<file path="src/rtl/ecb_pkg.sv">
`timescale 1ns / 1ps
// ----------------------------------------------------------------------------
// ecb_pkg
// Shared types and constants of the crossover backtest core.
// ----------------------------------------------------------------------------
package ecb_pkg;

  localparam int unsigned PriceW = 32;
  localparam int unsigned AvgW   = 48;
  localparam int unsigned RetW   = 48;
  localparam int unsigned CfgW   = 7;
  localparam int unsigned CfgIdxW = 2;
  localparam int unsigned WeightW = 34;
  localparam int unsigned PctNumW = 56;

  localparam logic [CfgIdxW-1:0] RegBaseSpan = 2'd0;
  localparam logic [CfgIdxW-1:0] RegStepOne  = 2'd1;
  localparam logic [CfgIdxW-1:0] RegStepTwo  = 2'd2;
  localparam logic [CfgIdxW-1:0] RegStepThree = 2'd3;

  // 100 * 2^16
  localparam logic [23:0] PctScale = 24'd6553600;

  typedef struct packed {
    logic [PriceW-1:0] open_price;
    logic [PriceW-1:0] close_price;
    logic              first_bar;
    logic              last_bar;
  } bar_t;

  typedef struct packed {
    logic signed [RetW-1:0] cumulative_return;
    logic                   holding;
    logic                   bought_now;
    logic                   sold_now;
    logic                   series_done;
    logic                   saturated;
  } result_t;

  typedef struct packed {
    logic             start;
    logic [PriceW-1:0] num_a;
    logic [PriceW-1:0] num_b;
    logic [PriceW-1:0] den;
  } pct_req_t;

  // Full quotient width plus sign: a percent may exceed the return range
  typedef struct packed {
    logic                      done;
    logic signed [PctNumW:0]   value;
  } pct_rsp_t;

endpackage

</file>
<file path="src/rtl/ecb_bar_fifo.sv">
`timescale 1ns / 1ps
// ----------------------------------------------------------------------------
// ecb_bar_fifo
// Two-entry queue of accepted bars between front and back.
// ----------------------------------------------------------------------------
module ecb_bar_fifo (
  input  logic          clk_i,
  input  logic          rst_ni,
  input  logic          push_i,
  input  ecb_pkg::bar_t data_i,
  output logic          full_o,
  input  logic          pop_i,
  output logic          empty_o,
  output ecb_pkg::bar_t data_o
);
  ecb_pkg::bar_t mem_q [2];
  logic          wptr_q, wptr_d, rptr_q, rptr_d;
  logic [1:0]    cnt_q, cnt_d;

  assign full_o  = cnt_q == 2'd2;
  assign empty_o = cnt_q == 2'd0;
  assign data_o  = mem_q[rptr_q];

  always_comb begin
    wptr_d = wptr_q;
    rptr_d = rptr_q;
    cnt_d  = cnt_q;
    if (push_i && !full_o) begin
      wptr_d = ~wptr_q;
      cnt_d  = cnt_d + 2'd1;
    end
    if (pop_i && !empty_o) begin
      rptr_d = ~rptr_q;
      cnt_d  = cnt_d - 2'd1;
    end
  end

  always_ff @(posedge clk_i or negedge rst_ni) begin
    if (!rst_ni) begin
      wptr_q <= 1'b0;
      rptr_q <= 1'b0;
      cnt_q  <= 2'd0;
    end else begin
      wptr_q <= wptr_d;
      rptr_q <= rptr_d;
      cnt_q  <= cnt_d;
    end
  end

  always_ff @(posedge clk_i) begin
    if (push_i && !full_o) begin
      mem_q[wptr_q] <= data_i;
    end
  end

endmodule

</file>
<file path="config.mk">
export PLATFORM = sky130hd
export DESIGN_NAME = ecb_bar_fifo
export DESIGN_NICKNAME = d
export VERILOG_FILES = /design/src/rtl/ecb_pkg.sv /design/src/rtl/ecb_bar_fifo.sv
export SDC_FILE = /design/constraint.sdc
export NUM_CORES = 1
export LEC_CHECK = 0
export ABC_AREA = 0
export BUFFER_PORTS_ARGS = -buffer_cell sky130_fd_sc_hd__buf_2
export CAP_MARGIN = 20
export CORE_AREA = 3 3 118 120
export DETAILED_ROUTE_END_ITERATION = 12
export DIE_AREA = 0 0 121 123
export HOLD_SLACK_MARGIN = 0.15
export PLACE_DENSITY = 0.66
export SLEW_MARGIN = 15
export SYNTH_ARGS = -nofsm -noshare
export SYNTH_HDL_FRONTEND = slang
export SYNTH_SLANG_ARGS = --single-unit
</file>
<file path="constraint.sdc">
create_clock -name clk_i -period 5.5 [get_ports clk_i]
set_input_delay 1.1 -clock clk_i [delete_from_list [all_inputs] [get_ports clk_i]]
set_output_delay 1.1 -clock clk_i [all_outputs]
set_load 0.02 [all_outputs]
</file>
Word level (Yosys, flattened, before mapping) --
Memories as Yosys holds them, arrays and structs flattened. Cells that the tools add are included.
Storage, ports and cells: bits in registers 4, memory bits (writable) 132, input port bits 70, output and inout port bits 68, word-level logic and storage cells 18, memories kept 1
Cells by class: $add $sub $neg 2, equal/unequal tests 1, multiplexer cells 4, bitwise gates (word level) 2, reductions and logical operators 5
Memory list:
- mem_q | words 2, width 66, read ports 1, clocked after memory_dff 0, wr ports 1, RTL line ecb_bar_fifo.sv:16 | ecb_pkg::bar_t mem_q [2];
Operators by type and width (count):
- $mux W2 | 2
- $add A2 B1 Y2 const B | 1
- $eq A2 B2 Y1 const B | 1
- $logic_and A1 B1 Y1 | 2
- $logic_not A1 Y1 | 2
- $logic_not A2 Y1 | 1
- $mux W1 | 2
- $not A1 Y1 | 2
- $sub A2 B1 Y2 const B | 1

Logic depth before layout (Yosys ltp) --
word-level depth 6, depth in mapped cells 6, mapped depth without buffers 5

Worst setup path after synthesis --
No wires, ideal clock.
kind input port to flip-flop, start input push_i, end memory mem_q[0][0] in the netlist's numbering, enable pin, setup time 498 ps, arrival time 4312 ps, data required time 5002 ps, setup slack 690 ps, cell stages on the path 3, path buffers 1, cell sequence nor2b_1 buf_2 nor2b_1
On the way: word-level cells in the longest chain between the ends 3
RTL lines:
- start, declared | RTL line ecb_bar_fifo.sv:9 | input logic push_i,
- $logic_and A1 B1 Y1 | RTL line ecb_bar_fifo.sv:51 | if (push_i && !full_o) begin
- $mux W1 | RTL line ecb_bar_fifo.sv:51
- $mux W1 (implied by the code) | RTL line ecb_bar_fifo.sv:52 | mem_q[wptr_q] <= data_i;
- end, declared | RTL line ecb_bar_fifo.sv:16
No other way between the ends.

==> impl_metrics.env <==
export IMPL_worstSetupPathType="reg2out"
export IMPL_first_global_vias=2697
export IMPL_power_density_nw_per_um2=584
export IMPL_synthMostInstantiatedCell="edfxtp_1"
export IMPL_ios=138
export IMPL_place_congestion=0.702
export IMPL_slew_violations=0
export IMPL_tns_ps=0
export IMPL_cts_sinks=136
export IMPL_ys_top_cells_by_count="edfxtp_1 (132), mux2_2 (36), mux2_4 (30), buf_2 (4), dfrtp_1 (4)"
export IMPL_r2r_end="mem_q[1][42]"
export IMPL_htreeDepth=4
export IMPL_worstPathArrival_ps=1980
export IMPL_root_buffer="clkbuf_16"
export IMPL_diodes=0
export IMPL_r2r_slack_ps=3120
export IMPL_dr_first_iter_drc_count=137
export IMPL_synth_edf_count=132
export IMPL_fin_skew_ps=4.42
export IMPL_dp_hpwl_um=5510
export IMPL_relSlewSlack=0.391
export IMPL_nets=450
export IMPL_synth_compound_area_frac=0
export IMPL_start_kind="register"
export IMPL_synth_ff_type="edfxtp_1"
export IMPL_internal_power_mw=2.70
export IMPL_fmax_mhz=324
export IMPL_cp_max_fo=44
export IMPL_grt_start_max_net_pins=68
export IMPL_syn_area_sq_um=5120
export IMPL_synthSimpleGateAreaFrac=0.00783
export IMPL_cts_made_buffers=17
export IMPL_path_cells="buf_16 -> mux2_2 -> buf_2"
export IMPL_async_reset_ff_frac=0.0294
export IMPL_route_antenna_remaining_nets=0
export IMPL_cts_tree="built"
export IMPL_leakage_nw=2.57
export IMPL_die_area_sq_um=14900
export IMPL_clkPwrFrac=0.298
export IMPL_peakVddDrop_uv=282
export IMPL_synth_top_family_by_area="multiplexers"
export IMPL_wl_um=8650
export IMPL_slowest_stage="dfrtp_4"
export IMPL_crit_family="flip-flops"
export IMPL_hp_class="in2async"
export IMPL_swShare=0.304
export IMPL_synth_seq_cells=136
export IMPL_syn_to_final_growth_pct=29.6
export IMPL_die_w_um=121
export IMPL_p_switching_mw=1.18
export IMPL_yosysWarnings=0
export IMPL_layout_setup_ws_ps=2420
export IMPL_die_y_um=123
export IMPL_clk_pin_slew_worst_paths_ps=50
export IMPL_final_core_util=0.507
export IMPL_setup_violations_final=0
export IMPL_synth_fa_ha_area_frac=0.00489
export IMPL_cp_buffers_inverters=2
export IMPL_r2r_start="cnt_q[0]"
export IMPL_finalHoldViolations=0
export IMPL_syn_nets=299
export IMPL_synth_xor_area_share=0.0103
export IMPL_p_seq_frac=0.394
export IMPL_postSynthAreaPerCell_sq_um=22.5
export IMPL_grt_overflow=0
export IMPL_grt_usage=0.121
export IMPL_muxShareOfSynthArea=0.169
export IMPL_maxCapViolations=0
export IMPL_dr_pass1_iters=4
export IMPL_pre_cts_ws_ps=2610
export IMPL_rsz0062_at_grt="false"
export IMPL_yosys_top_cells_area="edfxtp_1 (77%), mux2_4 (8.8%), mux2_2 (7.9%)"
export IMPL_drc=0
export IMPL_worst_slew_pin_slew_ps=914
export IMPL_ys_seq_area_frac=0.794
export IMPL_fillers=1076
export IMPL_initial_core_util=0.391
export IMPL_synth_top_cell_area_share=0.775
export IMPL_fin_crit_sh=0.561
export IMPL_required_ps=4400
export IMPL_p_comb_frac=0.308
export IMPL_cts_resized=0
export IMPL_dr_total_vias=2541
export IMPL_antenna_found_initial=0
export IMPL_ys_types=16
export IMPL_cts_hold_buf=0
export IMPL_synthCells=227
export IMPL_drive_gt1_frac=0.606
export IMPL_max_stage_delay_ps=700
export IMPL_grt_pass1_wl_um=13300
export IMPL_min_period_ps=3080
export IMPL_seq_area_sq_um=4070
export IMPL_num_rows=42
export IMPL_vias_per_cell=4.48
export IMPL_core_area_sq_um=13100
export IMPL_worstSkewPairLatency_ps=410
export IMPL_multiInputGateArea_sq_um=993
export IMPL_cts_max_path_buffers=2
export IMPL_io_buffers=137
export IMPL_routedWlPerCell_um=15.2
export IMPL_postCtsSetupRepairBufs=0
export IMPL_end_kind="primary output"
export IMPL_status="finished, final reports clean"
export IMPL_reg2regPathDepth=4
export IMPL_yosysTopAreaCell="edfxtp_1"
export IMPL_holdWs_ps=494
[layout by cell type, fill, tap and decap left out, drive strengths merged]
cell / count
xnor2: 3
clkbuf: 19
edfxtp: 132
and2: 1
buf: 140
mux2: 66
nor2b: 3
mux2i: 1
nand3b: 1
clkinv: 4
inv: 2
xor2: 3
dfrtp: 4
bufinv: 4
nor3b: 1
ha: 2
clkinvlp: 5
[cell type report]
class / count / share of cell area
timing repair buffer: 140 / 0.110
clock inverter: 13 / 0.0270
tap: 176 / 0.0332
sequential: 136 / 0.614
multi-input combinational: 81 / 0.150
inverter: 2 / 0.00113
clock buffer: 19 / 0.0653
[per-stage QoR]
stage	cell area, sq um	power [mW]	instances
2_1_floorplan	5120	2.42	227
3_3_place_gp	5990	2.74	534
6_report	6630	3.87	567
3_5_place_dp	5990	2.76	534
4_1_cts	6600	3.92	566
5_1_grt	6630	4.06	567
[routing by layer]
layer	part of all wire	vias to the layer above	track usage
met5	0	-	0
met4	0.020	0	0.0659
met3	0.076	16	0.0535
met2	0.50	95	0.190
met1	0.40	1230	0.141
li1	-	1200	-
[power groups by stage]
| stage | combinational [mW] | clock [mW] | sequential, mW |
|---|---|---|---|
| final | 1.19 | 1.16 | 1.52 |
| after global placement | 1.13 | 0 | 1.61 |
| after floorplan | 0.918 | 0 | 1.50 |
| after global routing | 1.28 | 1.22 | 1.55 |
| after CTS | 1.13 | 1.19 | 1.60 |
| after detailed placement | 1.13 | 0 | 1.62 |
[state kept, by name, summed over array words and instances, names as in the netlist]
register	count
cnt_q	2
wptr_q	1
mem_q	132
rptr_q	1
[how the worst max path moves through the flow]
| stage | startpoint | endpoint | slack (ps) | cells after the start |
|---|---|---|---|---|
| 5_1_grt | rptr_q | data_o[48] | 2290 | 3 |
| 3_3_place_gp | push_i | mem_q[1][33] | 2620 | 3 |
| 6_report | rptr_q | data_o[48] | 2420 | 3 |
| 4_1_cts | rptr_q | data_o[15] | 2160 | 2 |
| 2_1_floorplan | push_i | mem_q[0][0] | 690 | 3 |
| 3_5_place_dp | rptr_q | data_o[15] | 2610 | 2 |
[logic make-up (layout without fill, tap and decap cells)]
group	after synthesis	after routing
and+or+nand+nor	6	6
muxes	67	67
xor gates and xnor gates	6	6
buffers and inverters	10	174
adders and majority gates	2	2
DFF	136	136
No activity file was read; power rests on OpenSTA's default activity.
